--- config.mk ---
export PLATFORM = sky130hd
export DESIGN_NAME = keyed_count_table_unit
export DESIGN_NICKNAME = d
export VERILOG_FILES = /design/src/rtl/core/kct_pkg.sv /design/src/rtl/core/kct_ctrl.sv /design/src/rtl/core/kct_dpath.sv /design/src/rtl/core/keyed_count_table_unit.sv
export SDC_FILE = /design/constraint.sdc
export NUM_CORES = 2
export LEC_CHECK = 0
export ABC_AREA = 1
export BUFFER_PORTS_ARGS = -buffer_cell sky130_fd_sc_hd__buf_2
export CAP_MARGIN = 10
export CORE_AREA = 2 2 383 385
export CTS_CLUSTER_SIZE = 24
export DETAILED_ROUTE_END_ITERATION = 10
export DIE_AREA = 0 0 385 387
export MAX_ROUTING_LAYER = met4
export PLACE_DENSITY = 0.66
export SETUP_SLACK_MARGIN = 0.3
export SYNTH_ARGS = -nofsm -noshare
export SYNTH_HDL_FRONTEND = slang
export SYNTH_SLANG_ARGS = --single-unit
--- constraint.sdc ---
create_clock -name clk -period 11.2 [get_ports clk]
set_clock_uncertainty 0.2 [all_clocks]
set_input_delay 1.12 -clock clk [delete_from_list [all_inputs] [get_ports clk]]
set_output_delay 1.12 -clock clk [all_outputs]
set_load 0.01 [all_outputs]
--- src/rtl/core/kct_pkg.sv ---
// Shared widths, status codes and control types of the keyed count table.
package kct_pkg;

	// Field widths
	localparam int KEY_W    = 16;
	localparam int AMT_W    = 32;
	localparam int CNT_W    = 31;
	localparam int STATUS_W = 3;

	// Default geometry
	localparam int ENTRIES_DEF  = 32;
	localparam int KEY_BITS_DEF = 16;

	typedef logic [STATUS_W-1:0] status_t;
	typedef logic [CNT_W-1:0]    count_t;

	// Result status codes
	localparam status_t STS_UPDATED   = 3'd0;
	localparam status_t STS_INSERTED  = 3'd1;
	localparam status_t STS_REMOVED   = 3'd2;
	localparam status_t STS_EXCESS    = 3'd3;
	localparam status_t STS_NOT_FOUND = 3'd4;
	localparam status_t STS_INVALID   = 3'd5;
	localparam status_t STS_IGNORED   = 3'd6;
	localparam status_t STS_FULL      = 3'd7;

	// Operation codes
	localparam logic OP_ADD    = 1'b0;
	localparam logic OP_REMOVE = 1'b1;

	// Commands from the controller to the datapath
	typedef struct packed {
		logic capture;
		logic lookup;
		logic commit;
	} cmd_t;

	// Status from the datapath to the controller
	typedef struct packed {
		logic out_free;
	} sts_t;

endpackage

--- src/rtl/core/kct_ctrl.sv ---
// Request sequencer: capture, lookup and commit of one request at a time.
module kct_ctrl (
	input  logic          clk,
	input  logic          arst_n,
	input  logic          in_valid,
	output logic          in_ready,
	input  kct_pkg::sts_t sts,
	output kct_pkg::cmd_t cmd
);
	import kct_pkg::*;

	localparam logic [1:0] S_IDLE = 2'd0;
	localparam logic [1:0] S_LOOK = 2'd1;
	localparam logic [1:0] S_UPD  = 2'd2;

	logic [1:0] state_q;
	logic [1:0] state_d;
	logic       in_fire;
	logic       commit;

	// Take a new beat when idle or in the cycle the previous one commits
	assign commit   = (state_q == S_UPD) && sts.out_free;
	assign in_ready = (state_q == S_IDLE) || commit;
	assign in_fire  = in_valid && in_ready;

	assign cmd.capture = in_fire;
	assign cmd.lookup  = (state_q == S_LOOK);
	assign cmd.commit  = commit;

	// Advance the sequence
	always_comb begin
		state_d = state_q;
		case (state_q)
			S_IDLE: begin
				if (in_fire) state_d = S_LOOK;
			end
			S_LOOK: begin
				state_d = S_UPD;
			end
			S_UPD: begin
				if (commit) state_d = in_fire ? S_LOOK : S_IDLE;
			end
			default: begin
				state_d = S_IDLE;
			end
		endcase
	end

	always_ff @(posedge clk or negedge arst_n) begin
		if (!arst_n) begin
			state_q <= S_IDLE;
		end else begin
			state_q <= state_d;
		end
	end

endmodule

--- src/rtl/core/kct_dpath.sv ---
// Table storage, key match, count arithmetic and result register.
module kct_dpath #(
	parameter int ENTRIES  = kct_pkg::ENTRIES_DEF,
	parameter int KEY_BITS = kct_pkg::KEY_BITS_DEF
) (
	input  logic                        clk,
	input  logic                        arst_n,
	input  kct_pkg::cmd_t               cmd,
	output kct_pkg::sts_t               sts,
	input  logic                        operation,
	input  logic [kct_pkg::KEY_W-1:0]   key_id,
	input  logic [kct_pkg::AMT_W-1:0]   amount,
	input  logic                        out_ready,
	output logic                        out_valid,
	output logic [kct_pkg::STATUS_W-1:0] status,
	output logic [kct_pkg::CNT_W-1:0]   count_after
);
	import kct_pkg::*;

	// Stored key width: only the low KEY_BITS of the key field take part
	localparam int KW = (KEY_BITS < KEY_W) ? KEY_BITS : KEY_W;
	localparam int IW = $clog2(ENTRIES);

	// Captured request
	logic             req_op_q;
	logic [KW-1:0]    req_key_q;
	logic [AMT_W-1:0] req_amt_q;

	// Table: keys and valid bits in flops, counts in a memory
	logic [KW-1:0]    key_q [ENTRIES];
	logic [ENTRIES-1:0] valid_q;
	count_t           cnt_mem [ENTRIES];

	// Lookup results
	logic [ENTRIES-1:0] match;
	logic             hit;
	logic             has_free;
	logic [IW-1:0]    hit_idx;
	logic [IW-1:0]    free_idx;
	logic             hit_q;
	logic             has_free_q;
	logic [IW-1:0]    slot_q;
	count_t           cnt_rd_q;

	// Update results
	count_t           amt_c;
	logic             key_zero;
	logic             amt_bad;
	logic [CNT_W:0]   sum;
	count_t           sum_sat;
	count_t           diff;
	status_t          res_status;
	count_t           res_count;
	logic             wr_cnt;
	logic             wr_ins;
	logic             wr_free;

	// Output register
	logic             out_valid_q;
	status_t          status_q;
	count_t           count_q;

	// Hold the accepted request
	always_ff @(posedge clk) begin
		if (cmd.capture) begin
			req_op_q  <= operation;
			req_key_q <= key_id[KW-1:0];
			req_amt_q <= amount;
		end
	end

	// Compare every valid entry against the key
	always_comb begin
		for (int i = 0; i < ENTRIES; i++) begin
			match[i] = valid_q[i] && (key_q[i] == req_key_q);
		end
	end

	// Pick the matching slot and the lowest free slot
	always_comb begin
		hit      = 1'b0;
		has_free = 1'b0;
		hit_idx  = '0;
		free_idx = '0;
		for (int i = ENTRIES - 1; i >= 0; i--) begin
			if (match[i]) begin
				hit     = 1'b1;
				hit_idx = IW'(i);
			end
			if (!valid_q[i]) begin
				has_free = 1'b1;
				free_idx = IW'(i);
			end
		end
	end

	// Register the lookup and read the count of the chosen slot
	always_ff @(posedge clk) begin
		if (cmd.lookup) begin
			hit_q      <= hit;
			has_free_q <= has_free;
			slot_q     <= hit ? hit_idx : free_idx;
			cnt_rd_q   <= cnt_mem[hit ? hit_idx : free_idx];
		end
	end

	// Count arithmetic
	assign amt_c    = req_amt_q[CNT_W-1:0];
	assign key_zero = (req_key_q == '0);
	assign amt_bad  = (req_amt_q == '0) || req_amt_q[AMT_W-1];
	assign sum      = {1'b0, cnt_rd_q} + {1'b0, amt_c};
	assign sum_sat  = sum[CNT_W] ? {CNT_W{1'b1}} : sum[CNT_W-1:0];
	assign diff     = cnt_rd_q - amt_c;

	// Decide status, count and table writes
	always_comb begin
		res_status = STS_UPDATED;
		res_count  = '0;
		wr_cnt     = 1'b0;
		wr_ins     = 1'b0;
		wr_free    = 1'b0;
		if (key_zero) begin
			res_status = STS_INVALID;
		end else if (amt_bad) begin
			res_status = STS_IGNORED;
			res_count  = hit_q ? cnt_rd_q : '0;
		end else if (req_op_q == OP_ADD) begin
			if (hit_q) begin
				res_status = STS_UPDATED;
				res_count  = sum_sat;
				wr_cnt     = 1'b1;
			end else if (has_free_q) begin
				res_status = STS_INSERTED;
				res_count  = amt_c;
				wr_cnt     = 1'b1;
				wr_ins     = 1'b1;
			end else begin
				res_status = STS_FULL;
			end
		end else begin
			if (!hit_q) begin
				res_status = STS_NOT_FOUND;
			end else if (cnt_rd_q > amt_c) begin
				res_status = STS_UPDATED;
				res_count  = diff;
				wr_cnt     = 1'b1;
			end else begin
				res_status = (cnt_rd_q < amt_c) ? STS_EXCESS : STS_REMOVED;
				wr_free    = 1'b1;
			end
		end
	end

	// Write the count memory and the key store
	always_ff @(posedge clk) begin
		if (cmd.commit && wr_cnt) begin
			cnt_mem[slot_q] <= res_count;
		end
		if (cmd.commit && wr_ins) begin
			key_q[slot_q] <= req_key_q;
		end
	end

	// Set valid on insert, drop it when the count runs out
	always_ff @(posedge clk or negedge arst_n) begin
		if (!arst_n) begin
			valid_q <= '0;
		end else if (cmd.commit && (wr_ins || wr_free)) begin
			valid_q[slot_q] <= wr_ins;
		end
	end

	// Result register: load on commit, drop once the beat is taken
	always_ff @(posedge clk or negedge arst_n) begin
		if (!arst_n) begin
			out_valid_q <= 1'b0;
		end else if (cmd.commit) begin
			out_valid_q <= 1'b1;
		end else if (out_ready) begin
			out_valid_q <= 1'b0;
		end
	end

	always_ff @(posedge clk) begin
		if (cmd.commit) begin
			status_q <= res_status;
			count_q  <= res_count;
		end
	end

	assign sts.out_free = !out_valid_q || out_ready;
	assign out_valid    = out_valid_q;
	assign status       = status_q;
	assign count_after  = count_q;

	// A commit never overwrites a result that is still waiting
	assert property (@(posedge clk) disable iff (!arst_n)
		cmd.commit |-> (!out_valid_q || out_ready))
		else $error("result overwritten before it was taken");

	// Keys in the table are unique
	assert property (@(posedge clk) disable iff (!arst_n)
		cmd.lookup |-> $onehot0(match))
		else $error("key held in more than one slot");

	// An insert leaves its slot valid
	assert property (@(posedge clk) disable iff (!arst_n)
		(cmd.commit && wr_ins) |=> valid_q[$past(slot_q)])
		else $error("inserted slot not valid");

	// Results without an entry carry a zero count
	assert property (@(posedge clk) disable iff (!arst_n)
		(cmd.commit && (res_status == STS_REMOVED || res_status == STS_EXCESS ||
			res_status == STS_NOT_FOUND || res_status == STS_INVALID ||
			res_status == STS_FULL)) |-> (res_count == '0))
		else $error("nonzero count for absent key");

endmodule

--- src/rtl/core/keyed_count_table_unit.sv ---
// Top level of the keyed count table: controller plus table datapath.
//
//  channel | signals                              | handshake
//  --------+--------------------------------------+----------------------
//  request | operation, key_id, amount            | in_valid / in_ready
//  result  | status, count_after                  | out_valid / out_ready
//
// A request passes a lookup state (parallel key compare, priority pick and count
// memory read) and then an update state (count update and table write).
// The read-modify-write of the matched slot keeps requests from overlapping; a
// back-to-back request is accepted as the previous one commits, once the result register drains.
// arst_n clears all valid bits and the control state; the table is empty.
// A stalled result holds the update stage, and with it new requests.
module keyed_count_table_unit #(
	parameter int ENTRIES  = kct_pkg::ENTRIES_DEF,
	parameter int KEY_BITS = kct_pkg::KEY_BITS_DEF
) (
	input  logic                         clk,
	input  logic                         arst_n,
	input  logic                         in_valid,
	output logic                         in_ready,
	input  logic                         operation,
	input  logic [kct_pkg::KEY_W-1:0]    key_id,
	input  logic [kct_pkg::AMT_W-1:0]    amount,
	output logic                         out_valid,
	input  logic                         out_ready,
	output logic [kct_pkg::STATUS_W-1:0] status,
	output logic [kct_pkg::CNT_W-1:0]    count_after
);
	import kct_pkg::*;

	cmd_t cmd;
	sts_t sts;

	// Sequence the requests
	kct_ctrl u_ctrl (
		.clk      (clk),
		.arst_n   (arst_n),
		.in_valid (in_valid),
		.in_ready (in_ready),
		.sts      (sts),
		.cmd      (cmd)
	);

	// Hold the table and compute results
	kct_dpath #(
		.ENTRIES  (ENTRIES),
		.KEY_BITS (KEY_BITS)
	) u_dpath (
		.clk         (clk),
		.arst_n      (arst_n),
		.cmd         (cmd),
		.sts         (sts),
		.operation   (operation),
		.key_id      (key_id),
		.amount      (amount),
		.out_ready   (out_ready),
		.out_valid   (out_valid),
		.status      (status),
		.count_after (count_after)
	);

endmodule

## Word-level counts from Yosys, hierarchy flattened

Memory sizes are Yosys's and may differ from the RTL's. A register that Yosys moved wholly into a read port is not among the register bits.
Cells that the tools add are included.

| storage, ports and cells | value |
|---|---|
| register bits | 125 |
| RAM bits | 1504 |
| bits of input ports | 53 |
| output and inout bits | 36 |
| logic and storage cells | 249 |
| memories | 2 |

| cells by class | value |
|---|---|
| add/subtract/negate cells | 2 |
| magnitude comparators | 4 |
| equality and inequality tests | 36 |
| muxes and demuxes | 143 |
| reduce and logical (&&, ||, !) cells | 50 |

Memory list:

| name | depth | bits a word | rd ports | clocked after memory_dff | write ports | RTL line | text |
|---|---|---|---|---|---|---|---|
| u_dpath.cnt_mem | 32 | 31 | 1 | 1 | 1 | kct_dpath.sv:32 | `count_t cnt_mem [ENTRIES];` |
| u_dpath.key_q | 32 | 16 | 32 | 0 | 1 | kct_dpath.sv:30 | `logic [KW-1:0] key_q [ENTRIES];` |

Operators with widths:

| kind | count |
|---|---|
| equality test 16 bit | 32 |
| two-way mux 5 bit | 65 |
| two-way mux 31 bit | 9 |
| two-way mux 1 bit | 58 |
| logical AND 1 bit | 38 |
| adder 31 x 31 -> 32 bit | 1 |
| bitwise mux 32 bit | 1 |
| zero test 32 bit | 1 |
| greater-than comparator 31 bit | 1 |
| less-than comparator 31 bit | 1 |
| AND reduction 31 bit | 1 |
| subtractor 31 bit | 1 |
| zero test 16 bit | 1 |
| two-way mux 3 bit | 5 |
| less-than comparator 5 x 6 -> 1 bit (second input constant) | 1 |
| two-way mux 2 bit | 3 |
| case mux 2 bit (3 select lines) | 1 |
| demux 1 bit (select 5 bit) | 1 |
| greater-or-equal comparator 5 x 1 -> 1 bit (second input constant) | 1 |
| logical OR 1 bit | 4 |
| != test 2 x 1 -> 1 bit (second input constant) | 2 |
| equality test 2 x 1 -> 1 bit (second input constant) | 1 |
| equality test 2 bit (second input constant) | 1 |
| zero test 2 bit | 1 |
| other kinds (4) | 4 |

## Depth between registers and ports, before layout

An unclocked memory read counts as a cell.

| depth | value |
|---|---|
| word-level depth | 36 |
| mapped depth | 52 |
| mapped depth without buffers | 48 |

## Modules after synthesis

A second synthesis with hierarchy kept.

| unflattened totals | value |
|---|---|
| cell total of the unflattened synthesis | 6416 |
| area, all modules | 73316.6 µm² |

By module, submodules not included:

| module | times used | cells each | area an instance (µm²) | sequential area each (µm²) |
|---|---|---|---|---|
| kct_dpath | 1 | 6397 | 73181.4 | 49622.6 |
| kct_ctrl | 1 | 19 | 135.1 | 50.0 |

## Worst setup path after synthesis

Ideal clock, no wire load.

| timing path | value |
|---|---|
| path type | register -> register |
| from | register u_dpath.cnt_rd_q[2], read port of u_dpath.cnt_mem |
| to | memory u_dpath.cnt_mem[10][0] in the netlist's numbering, enable pin |
| library setup time | 0.419 ns |
| arrival time | 4.929 ns |
| required time | 10.581 ns |
| slack | 5.652 ns |
| stages on the path, launching flop included | 32 |
| buffers on the path | 2 |
| clock period less this slack | 5.548 ns |
| path through | edfxtp_1 -> ha_1 -> buf_4 -> a21oi_1 -> inv_1 -> a31oi_1 -> o31ai_2 -> nand2_1 -> o211ai_2 -> a21oi_2 -> o21ai_1 -> nand3_1 -> nand2_1 -> nand3_1 -> nand2_1 -> nand2_1 -> nand2_1 -> nand2_1 -> nand2_1 -> nand2_1 -> nand2_1 -> nand2_1 -> nand2_1 -> nand2_1 -> a21oi_1 -> nor2_1 -> o21bai_2 -> nand3_1 -> nand2_1 -> nand4_1 -> clkbuf_1 -> nor2_1 |

| between the ends | value |
|---|---|
| word-level cells in the longest chain between the ends | 9 |

Ends and longest elaborated chain:

| item | RTL line | text |
|---|---|---|
| start, declared | kct_dpath.sv:43 | `count_t cnt_rd_q;` |
| greater-than comparator 31 bit | kct_dpath.sv:143 | `end else if (cnt_rd_q > amt_c) begin` |
| two-way mux 1 bit | kct_dpath.sv:143 |  |
| two-way mux 1 bit | kct_dpath.sv:141 | `if (!hit_q) begin` |
| two-way mux 1 bit | kct_dpath.sv:127 | `end else if (req_op_q == OP_ADD) begin` |
| two-way mux 1 bit | kct_dpath.sv:124 | `end else if (amt_bad) begin` |
| two-way mux 1 bit | kct_dpath.sv:122 | `if (key_zero) begin` |
| logical AND 1 bit | kct_dpath.sv:156 | `if (cmd.commit && wr_cnt) begin` |
| two-way mux 1 bit | kct_dpath.sv:156 |  |
| two-way mux 1 bit (not written as such) | kct_dpath.sv:157 | `cnt_mem[slot_q] <= res_count;` |
| end, declared | kct_dpath.sv:32 |  |

No other way between the ends.

## Final worst setup path

| timing path | value |
|---|---|
| from | register u_dpath.req_key_q[13] |
| to | register u_dpath.cnt_rd_q[10], read port of u_dpath.cnt_mem (data pin) |

| between the ends | value |
|---|---|
| word-level cells in the longest chain between the ends | 35 |
| elaborated cells on any way between the ends | 129 |
| those cells by class | eq/ne (32); mux (65); reduce/logical (32) |

Ends and longest elaborated chain:

| item | RTL line | text |
|---|---|---|
| start, declared | kct_dpath.sv:26 | `logic [KW-1:0] req_key_q;` |
| start signal, assigned | kct_dpath.sv:67 | `req_key_q <= key_id[KW-1:0];` |
| equality test 16 bit | kct_dpath.sv:75 | `match[i] = valid_q[i] && (key_q[i] == req_key_q);` |
| logical AND 1 bit | kct_dpath.sv:75 |  |
| two-way mux 5 bit or two-way mux 1 bit (tied branches) (32 in a row) | kct_dpath.sv:86 | `if (match[i]) begin` |
| two-way mux 5 bit (*) | kct_dpath.sv:103 | `cnt_rd_q <= cnt_mem[hit ? hit_idx : free_idx];` |

Mark *: on every way between the ends. The rest lies on a longest branch, timed or not.
A chain may end at the register's enable or synchronous reset.

==> results.cfg <==
[drt]
routed_wirelength_microns = 215400
num_vias = 52351
detail_route.wl_per_cell_microns = 25.23
drt_first_pass_iters = 6
drt_iter0_markers = 6405
vias_per_cell = 6.131
drtAntennaViolNets = 0
route.detailed.drc = 0

[grt]
grt_max_degree = 221
grt_first_pass_wirelength_microns = 317700
number_of_global_route_vias_before_repair = 49653
gr-max-usage-layer = met2
grt_overflow = 0
gr_layer_usage_met2_pct = 45.93
grt_antenna_before_repair = 2
track_usage_pct = 29.36
groute.layer.met3.usage_pct = 4.035
globalRouteMet1Util_pct = 38.60

[min_path]
worst_hold_path_class = in -> reg
holdCritStartpoint = key_id[8]

[placement]
port-buffer-count = 88
dp_hpwl_microns = 116300
place.gp.congestion = 0.9149

[timing]
slew_headroom_pct = 22.06
fin_tns_setup_ps = 0
final-max-slew-violation-count = 0
fmax_mhz = 126.3
grt_setup_unrepaired = no
min_period_over_period_pct = 70.67
timing.final.crit_period_ps = 7915
worstMarginPinSlew_ps = 1169
setup_violations = 0
final_hold_viol_count = 0

[yosys]
synth-warning-count = 0
synth_enable_flop_cells = 1625
post_synth_fa_ha_maj_area_fraction_pct = 1.112
synth_top_family_by_area = simple AND/OR/NAND/NOR gates
netlist_area_sq_um = 73380
synth_seq_cells = 1660
synth_flop_cell = sky130_fd_sc_hd__edfxtp_1
muxShareOfSynthArea_pct = 0.06820
post_synth_and_or_nand_nor_area_fraction_pct = 19.13
synth_fp_nets = 6571
yosysUniqueCellTypes = 62
share_of_synthesized_area_occupied_by_flip_flops_and_latches_pct = 67.69
syn_avg_cell_area_sq_um = 11.37
synth_compound_area_share_pct = 5.772
synthXorXnorAreaFrac_pct = 1.934
synthCells = 6454
async_reset_ff_share_pct = 2.108

[pwr]
seq_power_share_pct = 51.5
cellPowerDensity_nw_per_um2 = 168.3
power.clock.fraction_pct = 40.2
maximum_vdd_ir_drop_mv = 0.1405
design_power_total_w = 0.01370
p_int_w = 0.01036
sw_frac_of_total_pct = 24.40
power.combinational.fraction_pct = 8.3
switchingPower_w = 0.003342
total_leakage_power_nw = 29.43

[floorplanning]
die-height_microns = 387
fp.coreArea_sq_um = 144900
row_count = 140
dieWidth_microns = 385
initial_core_utilization_pct = 50.65
die-area_sq_um = 149000
ioPinCount = 89

[worst_setup_path]
worst-endpoint-required_ps = 11580
worstPathArrival_ps = 8300
timing.setup.critical_path_class = reg -> reg
worstSetupStartpointType = register
timing.critical_path.slowest_cell_delay_ps = 620
critical-path-top-delay-family = simple AND/OR/NAND/NOR gates
setup.worst_path.end_class = register
count_of_buffer_and_inverter_cells_on_the_critical_path = 5
timing.critical_path.fanout_max = 220
critical_path.slowest_cell = sky130_fd_sc_hd__nand2_8
crit_path_start = u_dpath.req_key_q[13]
cp_common_cell = sky130_fd_sc_hd__nand2_1
reg2reg_from = u_dpath.req_key_q[13]

[clock_tree]
cts.sinks = 1660
clk-insertion-delay-late_ps = 830
clock_tree_from_tritoncts = yes
clk_pin_slew_worst_setup_hold_paths_ps = 60
post-cts-setup-buffers = 0
cts_buffers = 168
hold_buffers = 0
cts.repair.resized = 0
clock-root-buffer = sky130_fd_sc_hd__clkbuf_16
clock_path_buffers = 3
cts.htree.levels = 4

[layout]
multiInputGateArea_sq_um = 21050
syn_to_final_growth_pct = 10.92
nNetsFinal = 6594
seqCellArea_sq_um = 49670
fillCellCount = 11891
post_route_cells_drive_above_1_share_pct = 10.12

[run_status]
outcome = finished, final reports clean

[flow_run]
max_cap_violations = 0
-- worst paths after layout --
| path | to | cells after the start | slack, ps |
|---|---|---|---|
| worst max-delay path | u_dpath.cnt_rd_q[10] | 47 | 3280 |
| worst min-delay path | u_dpath.req_key_q[8] | 1 | 270 |
| worst max register to register | u_dpath.cnt_rd_q[10] | 47 | 3280 |
| worst min register to register | u_dpath.valid_q[2] | 2 | 360 |
| max in group asynchronous | u_dpath.valid_q[7] | 1 | 9840 |
| min in group asynchronous | u_dpath.valid_q[30] | 1 | 290 |
-- cells in the mapped netlist (2+ instances only) --
cell type                   count  share of area (%)
sky130_fd_sc_hd__inv_2         21               0.11
sky130_fd_sc_hd__o2111ai_1     16               0.19
sky130_fd_sc_hd__buf_2        199                1.4
sky130_fd_sc_hd__nor4_1        52               0.44
sky130_fd_sc_hd__o21bai_1       9              0.092
sky130_fd_sc_hd__clkbuf_1     117               0.60
sky130_fd_sc_hd__nor2_1       228                1.2
sky130_fd_sc_hd__ha_1          62                1.1
sky130_fd_sc_hd__o2111a_1       4              0.061
sky130_fd_sc_hd__o211ai_1      31               0.32
sky130_fd_sc_hd__a21boi_0       4              0.041
sky130_fd_sc_hd__edfxtp_1    1625                 66
sky130_fd_sc_hd__dfrtp_1       35                1.2
sky130_fd_sc_hd__nand2_2        4              0.034
sky130_fd_sc_hd__a21oi_2        2              0.024
sky130_fd_sc_hd__a211oi_1      18               0.18
sky130_fd_sc_hd__buf_1         27               0.14
sky130_fd_sc_hd__a221oi_2       2              0.041
sky130_fd_sc_hd__o22ai_1       73               0.62
sky130_fd_sc_hd__inv_1        243                1.2
sky130_fd_sc_hd__nor3_1        47               0.32
sky130_fd_sc_hd__o21ai_1       42               0.29
sky130_fd_sc_hd__or2_2         62               0.53
sky130_fd_sc_hd__nand2_1     1534                7.8
sky130_fd_sc_hd__mux2i_1        5              0.068
sky130_fd_sc_hd__a221o_1        5              0.068
sky130_fd_sc_hd__fa_1           2              0.055
sky130_fd_sc_hd__a22o_1        21               0.25
sky130_fd_sc_hd__nand4_1       43               0.37
sky130_fd_sc_hd__o21ai_0      200                1.4
sky130_fd_sc_hd__a31oi_1       34               0.29
sky130_fd_sc_hd__a21oi_1      138               0.94
sky130_fd_sc_hd__buf_6         16               0.25
sky130_fd_sc_hd__a221oi_1      61               0.73
sky130_fd_sc_hd__xor2_1       130                1.6
sky130_fd_sc_hd__or2_1          7              0.060
sky130_fd_sc_hd__o221ai_1       4              0.048
sky130_fd_sc_hd__and2_1         2              0.017
sky130_fd_sc_hd__o31ai_1        5              0.051
sky130_fd_sc_hd__xnor2_1       32               0.38
sky130_fd_sc_hd__buf_4         55               0.56
sky130_fd_sc_hd__nand3_1     1217                8.3
-- sequential cells by signal, summed over array words and instances (netlist names) --
name	count
u_dpath.cnt_mem	992
u_dpath.key_q	512
u_dpath.req_amt_q	32
u_dpath.valid_q	32
u_dpath.cnt_rd_q	31
u_dpath.count_after	31
u_dpath.req_key_q	16
u_dpath.slot_q	5
u_dpath.status	3
u_ctrl.state_q	2
u_dpath.has_free_q	1
u_dpath.hit_q	1
u_dpath.out_valid	1
u_dpath.req_op_q	1
-- routing by layer --
layer / share of wire [%] / vias up
met5: 0 / -
met4: 4.5 / 0
met3: 8.8 / 504
met2: 48 / 2733
met1: 39 / 25932
li1: - / 23182
-- per-stage QoR --
| step | cell area, sq um | instances | util (%) | setup WS, ps | hold slack, ps |
|---|---|---|---|---|---|
| finish | 81390 | 8539 | 56.19 | 3285 | 270.3 |
| CTS | 81390 | 8538 | 56.18 | 3676 | 231.0 |
| floorplan | 73380 | 6454 | - | 5652 | 286.1 |
| global placement | 75970 | 8224 | 52.44 | 3766 | 319.2 |
| detailed placement | 75970 | 8224 | 52.44 | 3765 | 344.9 |
| global route | 81390 | 8539 | 56.19 | 3059 | 248.2 |
-- power by group through the flow --
stage | sequential (W) | clock (W) | combinational [W]
6_report | 0.00705 | 0.00551 | 0.00114
3_3_place_gp | 0.00718 | 0 | 0.00110
5_1_grt | 0.00705 | 0.00580 | 0.00124
2_1_floorplan | 0.00717 | 0 | 0.000695
4_1_cts | 0.00705 | 0.00557 | 0.00113
3_5_place_dp | 0.00718 | 0 | 0.00112
-- cell usage in the layout (no fill, tap or decap), types with 32 or more instances in the layout --
cell type                      n
sky130_fd_sc_hd__nor4_1       52
sky130_fd_sc_hd__dfrtp_1      35
sky130_fd_sc_hd__a31oi_1      34
sky130_fd_sc_hd__clkbuf_1     42
sky130_fd_sc_hd__a21oi_1     138
sky130_fd_sc_hd__o21ai_0     200
sky130_fd_sc_hd__xnor2_1      32
sky130_fd_sc_hd__o21ai_1      42
sky130_fd_sc_hd__clkbuf_16   171
sky130_fd_sc_hd__nand3_1    1217
sky130_fd_sc_hd__nand2_1    1530
sky130_fd_sc_hd__xor2_1      130
sky130_fd_sc_hd__or2_2        62
sky130_fd_sc_hd__buf_4       176
sky130_fd_sc_hd__nand4_1      43
sky130_fd_sc_hd__inv_1       241
sky130_fd_sc_hd__clkinv_1     44
sky130_fd_sc_hd__nor2_1      194
sky130_fd_sc_hd__nor2_4       34
sky130_fd_sc_hd__edfxtp_1   1625
sky130_fd_sc_hd__a221oi_1     61
sky130_fd_sc_hd__buf_2        88
sky130_fd_sc_hd__ha_1         62
sky130_fd_sc_hd__o22ai_1      73
-- cell type report --
type	instances	area share, %
Timing Repair Buffer	268	2.263
Clock inverter	94	1.090
Tap cell	1917	2.947
Inverter	266	1.242
Multi-Input combinational cell	4113	25.86
Antenna cell	1	0.003074
Sequential cell	1660	61.03
Clock buffer	220	5.569
-- logic make-up (layout without fill, tap and decap cells) --
family / Yosys count / in the layout
compound gates: 681 / 681
xor+xnor: 162 / 162
fa+ha+maj: 64 / 64
buf+inv: 681 / 848
flops: 1660 / 1660
mux: 5 / 5
other cells: 0 / 1
simple gates: 3201 / 3201
Power figures use the tool's default switching activity.
